**config.mk**
```make
export PLATFORM = sky130hd
export DESIGN_NAME = qtg_ctrl
export DESIGN_NICKNAME = d
export VERILOG_FILES = /design/src/hw/rtl/quintic_trajectory_generator_assert.svh /design/src/hw/rtl/qtg_pkg.sv /design/src/hw/rtl/qtg_ctrl.sv
export SDC_FILE = /design/constraint.sdc
export NUM_CORES = 1
export LEC_CHECK = 0
export BUFFER_PORTS_ARGS = -buffer_cell sky130_fd_sc_hd__buf_2
export CORE_ASPECT_RATIO = 0.6
export CORE_MARGIN = 2
export CORE_UTILIZATION = 40
export CTS_CLUSTER_DIAMETER = 80
export DETAILED_ROUTE_END_ITERATION = 16
export MAX_ROUTING_LAYER = met4
export PLACE_DENSITY = 0.68
export REMOVE_ABC_BUFFERS = 1
export SYNTH_ARGS = -nofsm -noshare
export SYNTH_HDL_FRONTEND = slang
export SYNTH_SLANG_ARGS = --single-unit
```
**constraint.sdc**
```tcl
create_clock -name i_clk -period 4.05 [get_ports i_clk]
set_input_delay 0.2025 -clock i_clk [delete_from_list [all_inputs] [get_ports i_clk]]
set_output_delay 0.2025 -clock i_clk [all_outputs]
set_load 0.02 [all_outputs]
```
**src/hw/rtl/quintic_trajectory_generator_assert.svh**
```systemverilog
// ----------------------------------------------------------------------------
// quintic trajectory generator assertion macros
// concurrent checks clocked on i_clk, off during reset
// ----------------------------------------------------------------------------
`ifndef QUINTIC_TRAJECTORY_GENERATOR_ASSERT_SVH
`define QUINTIC_TRAJECTORY_GENERATOR_ASSERT_SVH

// condition must never hold
`define QTG_NEVER(lbl, cond) \
    lbl: assert property (@(posedge i_clk) disable iff (!i_rst_n) !(cond)) \
        else $error("assertion failed");

// antecedent implies consequent in the next cycle
`define QTG_NEXT(lbl, ante, cons) \
    lbl: assert property (@(posedge i_clk) disable iff (!i_rst_n) (ante) |=> (cons)) \
        else $error("assertion failed");

`endif

```
**src/hw/rtl/qtg_pkg.sv**
```systemverilog
// ----------------------------------------------------------------------------
// qtg_pkg
// shared types, constants, micro-program and helpers of the trajectory block
// ----------------------------------------------------------------------------
`default_nettype none

package qtg_pkg;

    localparam int FRAC_BITS = 16;
    localparam int DATA_W    = 32;
    localparam int COEF_W    = 64;
    localparam int MAG_W     = COEF_W - 1;
    localparam int DIV_W     = COEF_W + FRAC_BITS;
    localparam int MUL_W     = MAG_W + DATA_W;
    localparam int TERM_W    = 40;
    localparam int NUM_COEF  = 6;

    localparam logic signed [COEF_W-1:0] SAT_MAX = {1'b0, {(COEF_W-1){1'b1}}};
    localparam logic signed [COEF_W-1:0] SAT_MIN = -SAT_MAX;

    // item kinds
    localparam logic [1:0] KIND_LOAD = 2'd0;
    localparam logic [1:0] KIND_SEG  = 2'd1;
    localparam logic [1:0] KIND_TICK = 2'd2;

    typedef struct packed {
        logic [1:0]               kind;
        logic signed [DATA_W-1:0] pos;
        logic signed [DATA_W-1:0] vel;
        logic signed [DATA_W-1:0] acc;
        logic [DATA_W-1:0]        duration;
    } t_in;

    typedef struct packed {
        logic signed [DATA_W-1:0] position;
        logic                     moving;
    } t_out;

    // micro-operations
    typedef enum logic [3:0] {
        OP_LDT, OP_DIV, OP_ADDT, OP_HST, OP_STEPS, OP_END_SEG,
        OP_LDC, OP_MUL, OP_ADDC, OP_END_TICK
    } t_op;

    typedef struct packed {
        t_op        op;
        logic [3:0] arg;
    } t_uop;

    // segment term selects
    localparam logic [3:0] TRM_DS20  = 4'd0;
    localparam logic [3:0] TRM_NV3   = 4'd1;
    localparam logic [3:0] TRM_NA3   = 4'd2;
    localparam logic [3:0] TRM_NDS30 = 4'd3;
    localparam logic [3:0] TRM_V4    = 4'd4;
    localparam logic [3:0] TRM_A4    = 4'd5;
    localparam logic [3:0] TRM_DS12  = 4'd6;
    localparam logic [3:0] TRM_NV5   = 4'd7;
    localparam logic [3:0] TRM_NA5   = 4'd8;

    localparam int PROG_LEN = 38;
    localparam int PC_W     = $clog2(PROG_LEN);
    localparam logic [PC_W-1:0] PC_SEG   = PC_W'(0);
    localparam logic [PC_W-1:0] PC_STEPS = PC_W'(24);
    localparam logic [PC_W-1:0] PC_TICK  = PC_W'(26);

    // segment coefficients, step count, then tick horner evaluation
    localparam t_uop PROG [PROG_LEN] = '{
        '{OP_LDT, TRM_DS20}, '{OP_DIV, 4'd0}, '{OP_ADDT, TRM_NV3}, '{OP_DIV, 4'd0},
        '{OP_ADDT, TRM_NA3}, '{OP_DIV, 4'd0}, '{OP_HST, 4'd3},
        '{OP_LDT, TRM_NDS30}, '{OP_DIV, 4'd0}, '{OP_ADDT, TRM_V4}, '{OP_DIV, 4'd0},
        '{OP_ADDT, TRM_A4}, '{OP_DIV, 4'd0}, '{OP_DIV, 4'd0}, '{OP_HST, 4'd4},
        '{OP_LDT, TRM_DS12}, '{OP_DIV, 4'd0}, '{OP_ADDT, TRM_NV5}, '{OP_DIV, 4'd0},
        '{OP_ADDT, TRM_NA5}, '{OP_DIV, 4'd0}, '{OP_DIV, 4'd0}, '{OP_DIV, 4'd0},
        '{OP_HST, 4'd5},
        '{OP_STEPS, 4'd0}, '{OP_END_SEG, 4'd0},
        '{OP_LDC, 4'd5}, '{OP_MUL, 4'd0}, '{OP_ADDC, 4'd4}, '{OP_MUL, 4'd0},
        '{OP_ADDC, 4'd3}, '{OP_MUL, 4'd0}, '{OP_ADDC, 4'd2}, '{OP_MUL, 4'd0},
        '{OP_ADDC, 4'd1}, '{OP_MUL, 4'd0}, '{OP_ADDC, 4'd0}, '{OP_END_TICK, 4'd0}
    };

    // controller to datapath
    typedef struct packed {
        logic       load;
        logic       seg_init;
        logic       tick_init;
        logic       hold_out;
        logic       op_en;
        t_op        op;
        logic [3:0] arg;
    } t_cmd;

    // datapath to controller
    typedef struct packed {
        logic dur_zero;
        logic steps_zero;
        logic unit_done;
    } t_stat;

    // saturating add in the coefficient range
    function automatic logic signed [COEF_W-1:0] sat_add(
        input logic signed [COEF_W-1:0] a,
        input logic signed [COEF_W-1:0] b
    );
        logic signed [COEF_W:0] s;
        s = (COEF_W+1)'(a) + (COEF_W+1)'(b);
        if (s > (COEF_W+1)'(SAT_MAX)) begin
            return SAT_MAX;
        end else if (s < (COEF_W+1)'(SAT_MIN)) begin
            return SAT_MIN;
        end
        return s[COEF_W-1:0];
    endfunction

    // give a magnitude its sign back
    function automatic logic signed [COEF_W-1:0] apply_sign(
        input logic             neg,
        input logic [MAG_W-1:0] mag
    );
        logic signed [COEF_W-1:0] v;
        v = $signed({1'b0, mag});
        return neg ? -v : v;
    endfunction

endpackage

`default_nettype wire

```
**src/hw/rtl/qtg_ctrl.sv**
```systemverilog
// ----------------------------------------------------------------------------
// qtg_ctrl
// controller: handshakes and micro-program sequencing
// ----------------------------------------------------------------------------
`default_nettype none

module qtg_ctrl (
    input  wire logic            i_clk,
    input  wire logic            i_rst_n,
    input  wire logic            i_in_valid,
    input  wire logic [1:0]      i_kind,
    output logic                 o_in_ready,
    output logic                 o_out_valid,
    input  wire logic            i_out_ready,
    input  wire qtg_pkg::t_stat  i_stat,
    output qtg_pkg::t_cmd        o_cmd
);

    typedef enum logic [1:0] {S_IDLE, S_ISSUE, S_WAIT, S_OUT} t_state;

    t_state                   r_state;
    logic [qtg_pkg::PC_W-1:0] r_pc;
    logic                     r_out_valid;
    qtg_pkg::t_uop            w_uop;
    logic                     w_acc;

    assign w_uop = qtg_pkg::PROG[r_pc];
    assign w_acc = i_in_valid && (r_state == S_IDLE);

    // commands to the datapath
    always_comb begin
        o_cmd           = '0;
        o_cmd.op        = w_uop.op;
        o_cmd.arg       = w_uop.arg;
        o_cmd.op_en     = (r_state == S_ISSUE);
        o_cmd.load      = w_acc && i_kind == qtg_pkg::KIND_LOAD;
        o_cmd.seg_init  = w_acc && i_kind == qtg_pkg::KIND_SEG;
        o_cmd.tick_init = w_acc && i_kind == qtg_pkg::KIND_TICK && !i_stat.steps_zero;
        o_cmd.hold_out  = w_acc && i_kind == qtg_pkg::KIND_TICK && i_stat.steps_zero;
    end

    // state, program counter and result valid
    always_ff @(posedge i_clk) begin
        if (!i_rst_n) begin
            r_state     <= S_IDLE;
            r_pc        <= '0;
            r_out_valid <= 1'b0;
        end else begin
            unique case (r_state)
                S_IDLE: begin
                    if (w_acc) begin
                        priority if (i_kind == qtg_pkg::KIND_SEG) begin
                            r_pc    <= i_stat.dur_zero ? qtg_pkg::PC_STEPS : qtg_pkg::PC_SEG;
                            r_state <= S_ISSUE;
                        end else if (i_kind == qtg_pkg::KIND_TICK && i_stat.steps_zero) begin
                            r_out_valid <= 1'b1;
                            r_state     <= S_OUT;
                        end else if (i_kind == qtg_pkg::KIND_TICK) begin
                            r_pc    <= qtg_pkg::PC_TICK;
                            r_state <= S_ISSUE;
                        end else begin
                            r_state <= S_IDLE;
                        end
                    end
                end
                S_ISSUE: begin
                    unique case (w_uop.op)
                        qtg_pkg::OP_DIV, qtg_pkg::OP_MUL, qtg_pkg::OP_STEPS: begin
                            r_state <= S_WAIT;
                        end
                        qtg_pkg::OP_END_SEG: begin
                            r_state <= S_IDLE;
                        end
                        qtg_pkg::OP_END_TICK: begin
                            r_out_valid <= 1'b1;
                            r_state     <= S_OUT;
                        end
                        default: begin
                            r_pc <= r_pc + 1'b1;
                        end
                    endcase
                end
                S_WAIT: begin
                    if (i_stat.unit_done) begin
                        r_pc    <= r_pc + 1'b1;
                        r_state <= S_ISSUE;
                    end
                end
                S_OUT: begin
                    if (i_out_ready) begin
                        r_out_valid <= 1'b0;
                        r_state     <= S_IDLE;
                    end
                end
                default: r_state <= S_IDLE;
            endcase
        end
    end

    assign o_in_ready  = (r_state == S_IDLE);
    assign o_out_valid = r_out_valid;

endmodule

`default_nettype wire

```
# Yosys cells after proc, flatten, opt, wreduce, memory -nomap -nowiden
# Memory sizes are Yosys's and may differ from the RTL's.
# Index checks and enable logic that the tools add are counted.
# W data, S select, Z words.
# totals
register_bits	9
latch_bits	0
ramBits	0
mem_bits_ro	512
inputBits	9
out_inout_bits	15
elab_cells	68
mem_count	1
# classes
addsub	1
multipliers	0
div	0
magnitude_cmp	1
eq_ne	20
shifts	0
n_mux	24
bitwise_logic	1
n_reduce_logical	17
# memory_table
name	words	width	rd	rd_ports_with_merged_regs	write_ports	line	source
(name not given)	64	8	1	0	0	qtg_ctrl.sv:27	assign w_uop = qtg_pkg::PROG[r_pc];
# ops
op	n
$mux W6	6
$pmux W6 S3	1
$mux W8	2
$eq A4 B3 Y1 const B	3
$reduce_and A6 Y1	2
$mux W2	5
$ne A2 B2 Y1 const B	4
$pmux W2 S4	1
$ge A7 B7 Y1 const B	1
$logic_and A1 B1 Y1	7
$not A6 Y7	1
$add A6 B1 Y6 const B	1
$eq A2 B2 Y1 const B	3
$mux W1	6
$ne A2 B1 Y1 const B	3
$pmux W2 S3	1
$reduce_bool A3 Y1	2
$mux W5	1
$reduce_or A5 Y1	1
$eq A2 B1 Y1 const B	2
$eq A4 B1 Y1 const B	1
$eq A4 B4 Y1 const B	1
$logic_not A2 Y1	2
$ne A4 B1 Y1 const B	1
6 further kinds	6

# Depth between registers and ports, before layout
# Gate-level depths: netlist of the first run.
# logic_depth
depth_word	8
mapped_depth	9

# Worst setup path after synthesis of the first run
# No wires, ideal clock.
# synth_path
path_type	reg2reg
startpoint	register r_pc[0] in the netlist's numbering
endpoint	register r_state[1]
arrival_time_ns	2.180
required_time_ns	3.929
slack_ns	1.749
stages_incl_launch_ff	10
path_buffers	1
path_cell_list	dfxtp_1 buf_4 inv_1 ha_1 mux2i_1 or4_4 o41a_1 a2bb2oi_1 o31a_2 mux2_4
# synth_via
elab_chain_len	8
# synth_rtl
item	line	source
start, declared	qtg_ctrl.sv:22	logic [qtg_pkg::PC_W-1:0] r_pc;
start signal, assigned	qtg_ctrl.sv:53	r_pc <= i_stat.dur_zero ? qtg_pkg::PC_STEPS : qtg_pkg::PC_SEG;
start signal, assigned	qtg_ctrl.sv:59	r_pc <= qtg_pkg::PC_TICK;
start signal, assigned	qtg_ctrl.sv:79	r_pc <= r_pc + 1'b1;
$not A6 Y7 (not written as such) *	qtg_ctrl.sv:27	
$mem_v2 Z64 W8 *	-	
$mux W8 (not written as such) * (2 in a row)	qtg_ctrl.sv:27	
$eq A4 B1 Y1 or $eq A4 B3 Y1 (tied branches)	qtg_ctrl.sv:67	unique case (w_uop.op)
$reduce_or A3 Y1	qtg_ctrl.sv:67	
$pmux W2 S3 or $ne A4 B1 Y1 (tied branches)	-	
$pmux W2 S4 or $reduce_and A4 Y1 (tied branches)	-	
end signal, assigned	qtg_ctrl.sv:54	r_state <= S_ISSUE;
end signal, assigned	qtg_ctrl.sv:69	r_state <= S_WAIT;
end signal, assigned	qtg_ctrl.sv:72	r_state <= S_IDLE;
end, declared	qtg_ctrl.sv:21	t_state r_state;
# Every way passes the cells marked *; elsewhere a longest branch is shown, timed or not. The select of a mux whose other input is x is not followed.
# A chain may end at the register's enable or synchronous reset.

# Worst setup path after layout of the first run
# Ends and elaborated chain as after synthesis.

==> results of run 1 <==
==> power by group <==
group	leakage [nW]	switching [W]	total (W)	internal [W]
logic	0.530	0.000193	0.000331	0.000138
clock network	0.0255	0.0000415	0.000109	0.0000676
registers	0.0736	0.0000441	0.000146	0.000102
total	0.629	0.000278	0.000587	0.000308
==> state kept, by name, indices dropped and copies added, names as in the netlist <==
| name | flops |
|---|---|
| r_state | 2 |
| r_pc | 6 |
| o_out_valid | 1 |
==> through the flow <==
stage	power (W)	hold WS [ns]	cell area, um^2
after floorplan	0.0003826	0.3307	1237
after global placement	0.0004607	0.4921	1405
after detailed placement	0.0004726	0.5444	1405
after CTS	0.0005855	0.3290	1451
after global routing	0.0006317	0.3576	1451
final	0.0005867	0.3238	1451
==> how the worst min path moves through the flow <==
| stage | to | slack (ns) | depth (start not counted) |
|---|---|---|---|
| after floorplan | o_out_valid | 0.33 | 1 |
| after global placement | o_out_valid | 0.49 | 2 |
| after detailed placement | o_out_valid | 0.54 | 2 |
| after CTS | o_out_valid | 0.33 | 4 |
| after global routing | r_pc[1] | 0.36 | 2 |
| final | o_out_valid | 0.32 | 4 |
==> tightest hold or removal path: cells and delay by family <==
| family | cells | cell delay [ns] |
|---|---|---|
| AND/OR/NAND/NOR | 2 | 0.16 |
| buffers and inverters | 1 | 0.10 |
| AO/OA/AOI/OAI | 1 | 0.06 |
==> cell type report <==
cell class	instances	area, um^2
Fill cell	301	1533
Multi-Input combinational cell	137	1008
Sequential cell	9	180.2
Timing Repair Buffer	23	115.1
Tap cell	42	52.55
Inverter	13	48.80
Clock buffer	3	41.29
Clock inverter	1	5.005
==> layout by cell type (no fill, tap or decap), types with 3 or more instances in the layout <==
cell	netlist	final
clkbuf_8	0	3
a311oi_1	4	4
nor3_1	3	3
buf_2	3	23
o21ai_0	5	5
ha_1	15	15
mux2i_1	7	7
and3_1	3	3
nor2b_1	6	6
nand2b_1	3	3
nand3b_1	3	3
dfxtp_1	9	9
a21oi_1	8	8
nand2_1	18	18
nand3_1	13	13
nor2_1	10	10
inv_1	13	13
or3_1	3	3
==> cells by family after synthesis <==
family                     count (synthesis)
AOI/OAI and AO/OA                         41
muxes                                      8
buffers and inverters                     25
DFF                                        9
adders and majority gates                 15
and+or+nand+nor                           73
==> synthesized netlist by cell type (all sizes together) (2+ instances only) <==
| cell type | instances | area share (%) |
|---|---|---|
| nand3b | 3 | 1.7 |
| nor2b | 6 | 2.9 |
| dfxtp | 9 | 14 |
| a32o | 2 | 1.5 |
| o21ai | 5 | 1.9 |
| o22ai | 2 | 0.96 |
| inv | 13 | 3.8 |
| a311oi | 4 | 2.7 |
| a21oi | 9 | 3.8 |
| and3 | 4 | 2.3 |
| and2 | 2 | 1.2 |
| nor3 | 3 | 1.2 |
| a221oi | 2 | 1.4 |
| clkbuf | 5 | 1.4 |
| nand2 | 19 | 5.7 |
| nand4 | 2 | 0.96 |
| nand3 | 13 | 5.0 |
| or3 | 3 | 1.4 |
| buf | 7 | 3.2 |
| mux2i | 7 | 5.4 |
| nand2b | 4 | 2.5 |
| o41ai | 2 | 2.8 |
| nor2 | 10 | 2.9 |
| ha | 15 | 14 |
==> layer usage <==
layer,track usage (%),routed length [um]
met2,30.78,1474
met1,28.70,1846
met4,4.643,20
met3,4.630,207
met5,-,0
==> impl_results.md, run 1 <==
- Routed WL: 3548 um
- Synthesized area per cell: 7.588 um^2
- CP delay by family, top: compound AO/OA/AOI/OAI gates
- Setup TNS: 0 ns
- Area grow syn2layout: 11.86%
- Main combinational cell family by area after synthesis: simple AND/OR/NAND/NOR gates
- Max clock buf depth: 2
- R2R Path Start: r_pc[0]
- Data required time of the worst path: 4.18 ns
- Reg-to-reg endpoint: r_state[1]
- Setup slack, reg-to-reg: 1.30 ns
- Actual slew at the worst max-slew pin: 0.7769 ns
- Synth Instances: 171
- Pwr Density: 404.2 mW/mm^2
- Maxcap violations: 0
- Drt pass-1 iters: 4
- Num rows: 15
- Final GP Congestion: 0.8800
- Sequential area share after synthesis: 13.89%
- Fmax achieved: 363.5 MHz
- Crit path cell chain: inv_1 > ha_1 > mux2i_1 > a221o_1 > a21oi_2 > a2bb2oi_1 > o31a_2 > mux2_4
- Status: complete, no violations
- Syn Std Cell Area: 0.001297 mm^2
- DRC viols: 0
- Worst setup EP type: flop
- DR vias: 1314
- Post-synth cell types: 53
- Die ar.: 0.003730 mm^2
- Ports: 24
- Slew HR: 48.13%
- Synth Flop Type: dfxtp_1
- RSZ-0062 raised after global routing: no
- Synth Area in Simple Gates: 30.76%
- Worst Skew: 0.002210 ns
- CP max stage cell: dfxtp_1
- Peak supply drop: 0.0002571 V
- Final min period: 2.751 ns
- Worst hold path type: in -> reg
- Antenna violations before repair: 0
- Final core utilization: 48.64%
- Mux contribution to synthesized area: 6.557%
- TritonCTS clock tree: done
- Post-synthesis compound-gate area fraction: 25.94%
- FF-to-FF path depth: 8
- Dpl cells: 224
- Hold Vio Cnt, Final: 0
- Leakage: 0.6295 nW
- WL/cell: 15.56 um
- Core area: 0.002984 mm^2
- Critical Path AT: 2.88 ns
- Crit path to: r_state[1]
- Synth Area in Adders: 14.46%
- EDFF count, synth: 0
- Post-route ant nets: 0
- CTS H-tree depth: 1
- Crit Path Max Fanout: 17
- Grt total ovfl: 0
- Slew Viols, Final: 0
- Die Span X: 77.53 um
- Period utilization: 67.93%
- DRT iter0 DRCs: 146
- Crit. Startpoint: r_pc[0]
- Worst slack, placed: 1.350 ns
- Hpwl dp: 2719 um
- Worst skew pair latency: 0.24 ns
- Die height: 48.12 um
- CTS buffer count: 3
- Fraction of layout cells with a size suffix above 1: 21.51%
- Warnings, synthesis: 0
- FF+latch count, synth: 9
- Clock-pin slew on the worst setup and hold paths: 0.05 ns
- WP depth: 8
- Global-route usage over all layers: 20.62%
- Initial core utilization: 43.48%
- First-pass GRT wire length: 5816 um
- Setup ws final: 1.299 ns
- Final cell count without fillers: 228
- Port Buffers: 23
- Clock sink count: 9
- Post-CTS Hold Fix Bufs: 0
- Setup Crit Path Kind: reg -> reg
- Root Driver: clkbuf_8
- Vias in the first global route: 1213
- Setup bufs post-CTS: 0
- Final #Nets: 211
- Hold Startpoint: i_out_ready
- Vias per cell: 5.763
- Largest net degree at the start of global routing: 23
- Post-synth ARST share: 0%
- Startpoint types: flop
- N_diodes: 0
- Critical Path Max Stage Delay: 0.66 ns
- Final Setup Violations: 0
- Xor/xnor share of the synthesized area: 0%
- Post-cts resize count: 0
- Worst Path Buf+Inv: 1
No activity file was read; power rests on OpenSTA's default activity.
==> run 2: changes to the inputs <==
==> constraint.sdc (replaced) <==
create_clock -name i_clk -period 2.8 [get_ports i_clk]
set_input_delay 0.14 -clock i_clk [delete_from_list [all_inputs] [get_ports i_clk]]
set_output_delay 0.14 -clock i_clk [all_outputs]
set_load 0.02 [all_outputs]
==> run 2 against run 1 <==
Compared with the run above: total power grew 45%; clock power rose by 52%; combinational power is 48% higher; register-to-register slack lost 0.95 ns; cell area up 1.0%; non-clock buffer count rose by 2; wire length decreased by 7.1%; largest cell class unchanged; largest power group unchanged.
==> impl_results.md, run 2 (synthesized netlist as in run 1, its figures left out) <==
- Largest net degree at the start of global routing: 23 (unchanged)
- Actual slew at the worst max-slew pin: 0.7833 ns (+0.006416 ns)
- DRT iter0 DRCs: 175 (+20%)
- Final GP Congestion: 0.8760 (-0.45%)
- Hpwl dp: 2515 um (-7.5%)
- Die Span X: 77.53 um (unchanged)
- Post-cts resize count: 0 (unchanged)
- Die ar.: 0.003730 mm^2 (unchanged)
- Worst hold path type: in -> reg
- Clock-pin slew on the worst setup and hold paths: 0.05 ns (about the same)
- Dpl cells: 226 (+0.89%)
- Post-route ant nets: 0 (unchanged)
- Antenna violations before repair: 0 (unchanged)
- Pwr Density: 579.9 mW/mm^2 (+43%)
- Grt total ovfl: 0 (unchanged)
- Data required time of the worst path: 2.66 ns (-1.52 ns)
- Fraction of layout cells with a size suffix above 1: 22.34% (+0.84 points)
- Most frequent cells in the layout: 23 x buf_2, 18 x nand2_1, 15 x ha_1, 13 x inv_1, 13 x nand3_1
- Min Hold Slack: 0.2332 ns (-0.09059 ns)
- Slew Viols, Final: 0 (unchanged)
- Placed cell areas: 0.001420 mm^2 (+1.1%)
- Routed WL: 3297 um (-7.1%)
- Critical Path AT: 2.31 ns (-0.57 ns)
- N_diodes: 0 (unchanged)
- Port Buffers: 23 (unchanged)
- Vias in the first global route: 1177 (-3.0%)
- Core area: 0.002984 mm^2 (unchanged)
- Most used cell, CP: a21oi_1
- RSZ-0062 raised after global routing: no
- Critical Path Max Stage Delay: 0.82 ns (+0.16 ns)
- Most common cell after layout, fill and taps aside: buf_2
- Worst Skew: 0.001963 ns (-0.0002470 ns)
- Vias per cell: 5.809 (+0.79%)
- Initial core utilization: 43.48% (unchanged)
- DRC viols: 0 (unchanged)
- Period utilization: 87.52%
- CP max stage cell: dfxtp_1
- Worst setup EP type: output pin
- Max reg flops: 6 (unchanged)
- Leakage: 0.6401 nW (+1.7%)
- Setup bufs post-CTS: 0 (unchanged)
- Num rows: 15 (unchanged)
- Crit path cell chain: inv_1 > ha_1 > a21oi_1 > nor2_1 > a311oi_1 > a21oi_1 > buf_2
- Peak supply drop: 0.0003664 V (+43%)
- First-pass GRT wire length: 5499 um (-5.5%)
- TritonCTS clock tree: done
- Fin area: 0.001466 mm^2 (+1.0%)
- Post-CTS Hold Fix Bufs: 0 (unchanged)
- Root Driver: clkbuf_8
- Area grow syn2layout: 13.02%
- CP delay by family, top: flip-flops
- Ports: 24 (unchanged)
- Maxcap violations: 0 (unchanged)
- Final min period: 2.450 ns
- Setup slack, reg-to-reg: 0.35 ns (-0.95 ns)
- Biggest register: r_pc
- Final cell count without fillers: 230 (+0.88%)
- Worst Path Buf+Inv: 2 (+1)
- Fmax achieved: 408.1 MHz
- Final Setup Violations: 0 (unchanged)
- Startpoint types: flop
- CTS H-tree depth: 1 (unchanged)
- Final #Nets: 213 (+0.95%)
- Worst skew pair latency: 0.25 ns (about the same)
- Hold Vio Cnt, Final: 0 (unchanged)
- DR vias: 1336 (+1.7%)
- Die height: 48.12 um (unchanged)
- Setup TNS: 0 ns (unchanged)
- Setup Crit Path Kind: reg -> out
- CTS buffer count: 3 (unchanged)
- Slew HR: 47.71% (-0.43 points)
- Drt pass-1 iters: 4 (unchanged)
- WL/cell: 14.33 um (-7.9%)
- Status: complete, no violations
- Global-route usage over all layers: 19.83% (-0.79 points)
- Crit Path Max Fanout: 22 (+5)
- Max clock buf depth: 2 (unchanged)
- Clock sink count: 9 (unchanged)
[run 2: changes by cell type in the layout (fill, tap and decap cells not counted)]
cell / previous run / this run
buf_4: 0 / 2
[run 2: worst register-to-register path: cells and delay by family (launching register included)]
kind | cells | cell delay (ns)
AO/OA/AOI/OAI | 3 | 0.71
flip-flops | 1 | 0.82
multiplexers | 2 | 0.68
AND/OR/NAND/NOR | 1 | 0.13
[run 2: per-stage QoR]
| step | setup WS (ns) | power (W) | utilization (%) |
|---|---|---|---|
| after detailed placement | 0.3862 | 0.0006796 | 47.59 |
| final | 0.3496 | 0.0008504 | 49.14 |
| after floorplan | 0.4327 | 0.0005534 | - |
| after global placement | 0.4936 | 0.0006741 | 47.59 |
| after CTS | 0.3818 | 0.0008467 | 49.14 |
| after global routing | 0.1972 | 0.0009171 | 49.14 |
[run 2: path summary, 6_finish.rpt]
check,startpoint,end,depth (start not counted)
max,r_pc[2],o_cmd[0],7
min reg2reg,r_pc[0],r_pc[0],2
min,i_out_ready,o_out_valid,4
max reg2reg,r_pc[2],r_state[1],6
[run 2: layer usage]
metal | vias up | wire, um | track usage (%)
met5 | - | 0 | -
met4 | 0 | 39 | 5.714
met3 | 8 | 201 | 5.556
met2 | 35 | 1336 | 29.91
met1 | 635 | 1720 | 26.33
li1 | 658 | - | -
[run 2: power by group]
part	leakage, nW	total (W)	internal [W]	switching, W
logic	0.541	0.000491	0.000206	0.000285
clock network	0.0255	0.000166	0.0000984	0.0000675
registers	0.0736	0.000194	0.000148	0.0000458
[run 2: area by class of cell]
cell class | count | area [um^2]
Clock buffer | 3 | 41.29
Clock inverter | 1 | 5.005
Fill cell | 272 | 1518
Inverter | 13 | 48.80
Multi-Input combinational cell | 137 | 1008
Sequential cell | 9 | 180.2
Tap cell | 42 | 52.55
Timing Repair Buffer | 25 | 130.1
==> run 3: changes to the inputs <==
--- a/config.mk
+++ b/config.mk
@@ -13,7 +13,7 @@
 export DETAILED_ROUTE_END_ITERATION = 16
 export MAX_ROUTING_LAYER = met4
 export PLACE_DENSITY = 0.68
-export REMOVE_ABC_BUFFERS = 1
+export SKIP_LAST_GASP = 1
 export SYNTH_ARGS = -nofsm -noshare
 export SYNTH_HDL_FRONTEND = slang
 export SYNTH_SLANG_ARGS = --single-unit
==> constraint.sdc (replaced) <==
create_clock -name i_clk -period 2.8 [get_ports i_clk]
set_input_delay 0.14 -clock i_clk [delete_from_list [all_inputs] [get_ports i_clk]]
set_output_delay 0.14 -clock i_clk [all_outputs]
set_load 0.01 [all_outputs]
==> run 3 against run 2 <==
Compared with the run above: utilization stayed put; cell area stayed put; hold slack better by 0.0098 ns; sequential cell count stayed put; final cell count stayed put; register-to-register slack worse by 0.02 ns; critical path type is now reg -> reg; largest power group unchanged.
==> impl_results.md, run 3 (synthesized netlist as in run 1, its figures left out) <==
- Worst Path Buf+Inv: 0 (-2)
- Max clock buf depth: 2 (unchanged)
- WL/cell: 14.60 um (+1.8%)
- DRC viols: 0 (unchanged)
- Largest net degree at the start of global routing: 23 (unchanged)
- Die Span X: 77.53 um (unchanged)
- Worst Skew: 0.003993 ns (+0.002030 ns)
- Crit. Startpoint: r_pc[2]
- Maxcap violations: 0 (unchanged)
- Fin area: 0.001466 mm^2 (unchanged)
- Post-CTS Hold Fix Bufs: 0 (unchanged)
- Most frequent cells in the layout: 23 x buf_2, 18 x nand2_1, 15 x ha_1, 13 x inv_1, 13 x nand3_1
- Global-route usage over all layers: 19.29% (-0.53 points)
- Antenna violations before repair: 0 (unchanged)
- Fill cells: 279 (+2.6%)
- DRT iter0 DRCs: 141 (-19%)
- Hold Startpoint: i_out_ready
- Max reg flops: 6 (unchanged)
- Drt pass-1 iters: 4 (unchanged)
- TritonCTS clock tree: done
- Setup slack, reg-to-reg: 0.33 ns (-0.02 ns)
- Core area: 0.002984 mm^2 (unchanged)
- Die height: 48.12 um (unchanged)
- Crit path cell chain: mux2i_1 > nor2_1 > o41a_1 > a2bb2oi_1 > o31a_2 > mux2_4
- Setup Crit Path Kind: reg -> reg
- Final min period: 2.469 ns (+0.01843 ns)
- Worst skew pair latency: 0.24 ns (about the same)
- Slew HR: 48.41% (+0.70 points)
- Fraction of layout cells with a size suffix above 1: 22.34% (unchanged)
- Vias in the first global route: 1137 (-3.4%)
- Final Setup Violations: 0 (unchanged)
- Num rows: 15 (unchanged)
- Worst slack, placed: 0.4107 ns (+0.02450 ns)
- Status: complete, no violations
- Hpwl dp: 2577 um (+2.5%)
- Root Driver: clkbuf_8
- Fmax achieved: 405.0 MHz (-0.75%)
- Hold Vio Cnt, Final: 0 (unchanged)
- Area grow syn2layout: 13.02% (unchanged)
- Final core utilization: 49.14% (unchanged)
- Final GP Congestion: 0.8863 (+1.2%)
- First-pass GRT wire length: 5457 um (-0.76%)
- Most common cell after layout, fill and taps aside: buf_2
- Routed WL: 3357 um (+1.8%)
- RSZ-0062 raised after global routing: no
- Worst hold path type: in -> reg
- Initial core utilization: 43.48% (unchanged)
- Die ar.: 0.003730 mm^2 (unchanged)
- Post-route ant nets: 0 (unchanged)
- Slew Viols, Final: 0 (unchanged)
- Syn_nets: 195
- Setup TNS: 0 ns (unchanged)
- Crit Path Max Fanout: 22 (unchanged)
- Critical Path Max Stage Delay: 0.82 ns (about the same)
- Leakage: 0.6401 nW (unchanged)
- N_diodes: 0 (unchanged)
- Clock-pin slew on the worst setup and hold paths: 0.06 ns (about the same)
- Grt total ovfl: 0 (unchanged)
- Port Buffers: 23 (unchanged)
- CP max stage cell: dfxtp_1
- CP delay by family, top: flip-flops
- Data required time of the worst path: 2.93 ns (+0.27 ns)
- CTS buffer count: 3 (unchanged)
- Total power: 0.0008245 W (-3.0%)
- R2R Path Start: r_pc[2]
- Worst setup EP type: flop
- Startpoint types: flop
- Ports: 24 (unchanged)
- Period utilization: 88.17% (+0.66 points)
- CTS H-tree depth: 1 (unchanged)
- Biggest register: r_pc
- Pwr Density: 562.3 mW/mm^2 (-3.0%)
- Vias per cell: 5.822 (+0.22%)
- Critical Path AT: 2.60 ns (+0.29 ns)
- DR vias: 1339 (+0.22%)
- Setup bufs post-CTS: 0 (unchanged)
- Post-cts resize count: 0 (unchanged)
- Actual slew at the worst max-slew pin: 0.7728 ns (-0.01052 ns)
- Peak supply drop: 0.0002816 V (-23%)
- Clock sink count: 9 (unchanged)
- Setup ws final: 0.3311 ns (-0.01843 ns)
- Final #Nets: 213 (unchanged)
- Placed cell areas: 0.001420 mm^2 (unchanged)
==> run 3: cell counts in the layout (fill, tap and decap cells not counted) <==
No cell type changed its count.
==> run 3: power breakdown <==
part / switching [W] / total [W] / leakage, nW / internal [W]
Clock: 0.0000653 / 0.000163 / 0.0255 / 0.0000981
Sequential: 0.0000478 / 0.000196 / 0.0736 / 0.000148
Combinational: 0.000260 / 0.000465 / 0.541 / 0.000205
==> run 3: final timing paths <==
path	end	cells after the start
worst max-delay path	r_state[1]	6
worst min-delay path	o_out_valid	4
worst max register to register	r_state[1]	6
worst min register to register	o_out_valid	2
==> run 3: cell type report <==
class,instances,area (um^2),share of cell area (%)
flip-flops and latches,9,180.2,12.29
clock buffers,3,41.29,2.816
clock inverters,1,5.005,0.3413
repair buffers,25,130.1,8.874
inverters,13,48.80,3.328
well taps,42,52.55,3.584
multi-input cells,137,1008,68.77
==> run 3: metrics by stage <==
step	hold WS [ns]	instances
after CTS	0.2453	230
after detailed placement	0.4943	226
after global placement	0.4873	226
after global routing	0.2959	230
after floorplan	0.2983	171
final	0.2430	230
==> run 3: metal layers <==
layer,wire [um],global-route usage [%]
met5,0,-
met4,17,1.786
met3,251,4.444
met2,1334,27.83
met1,1754,28.19
==> run 3: worst reg2reg max path, delay by kind of cell (launching register included) <==
family / cells / cell delay [ns]
compound gates: 3 / 0.72
flops: 1 / 0.82
mux: 2 / 0.70
simple gates: 1 / 0.14
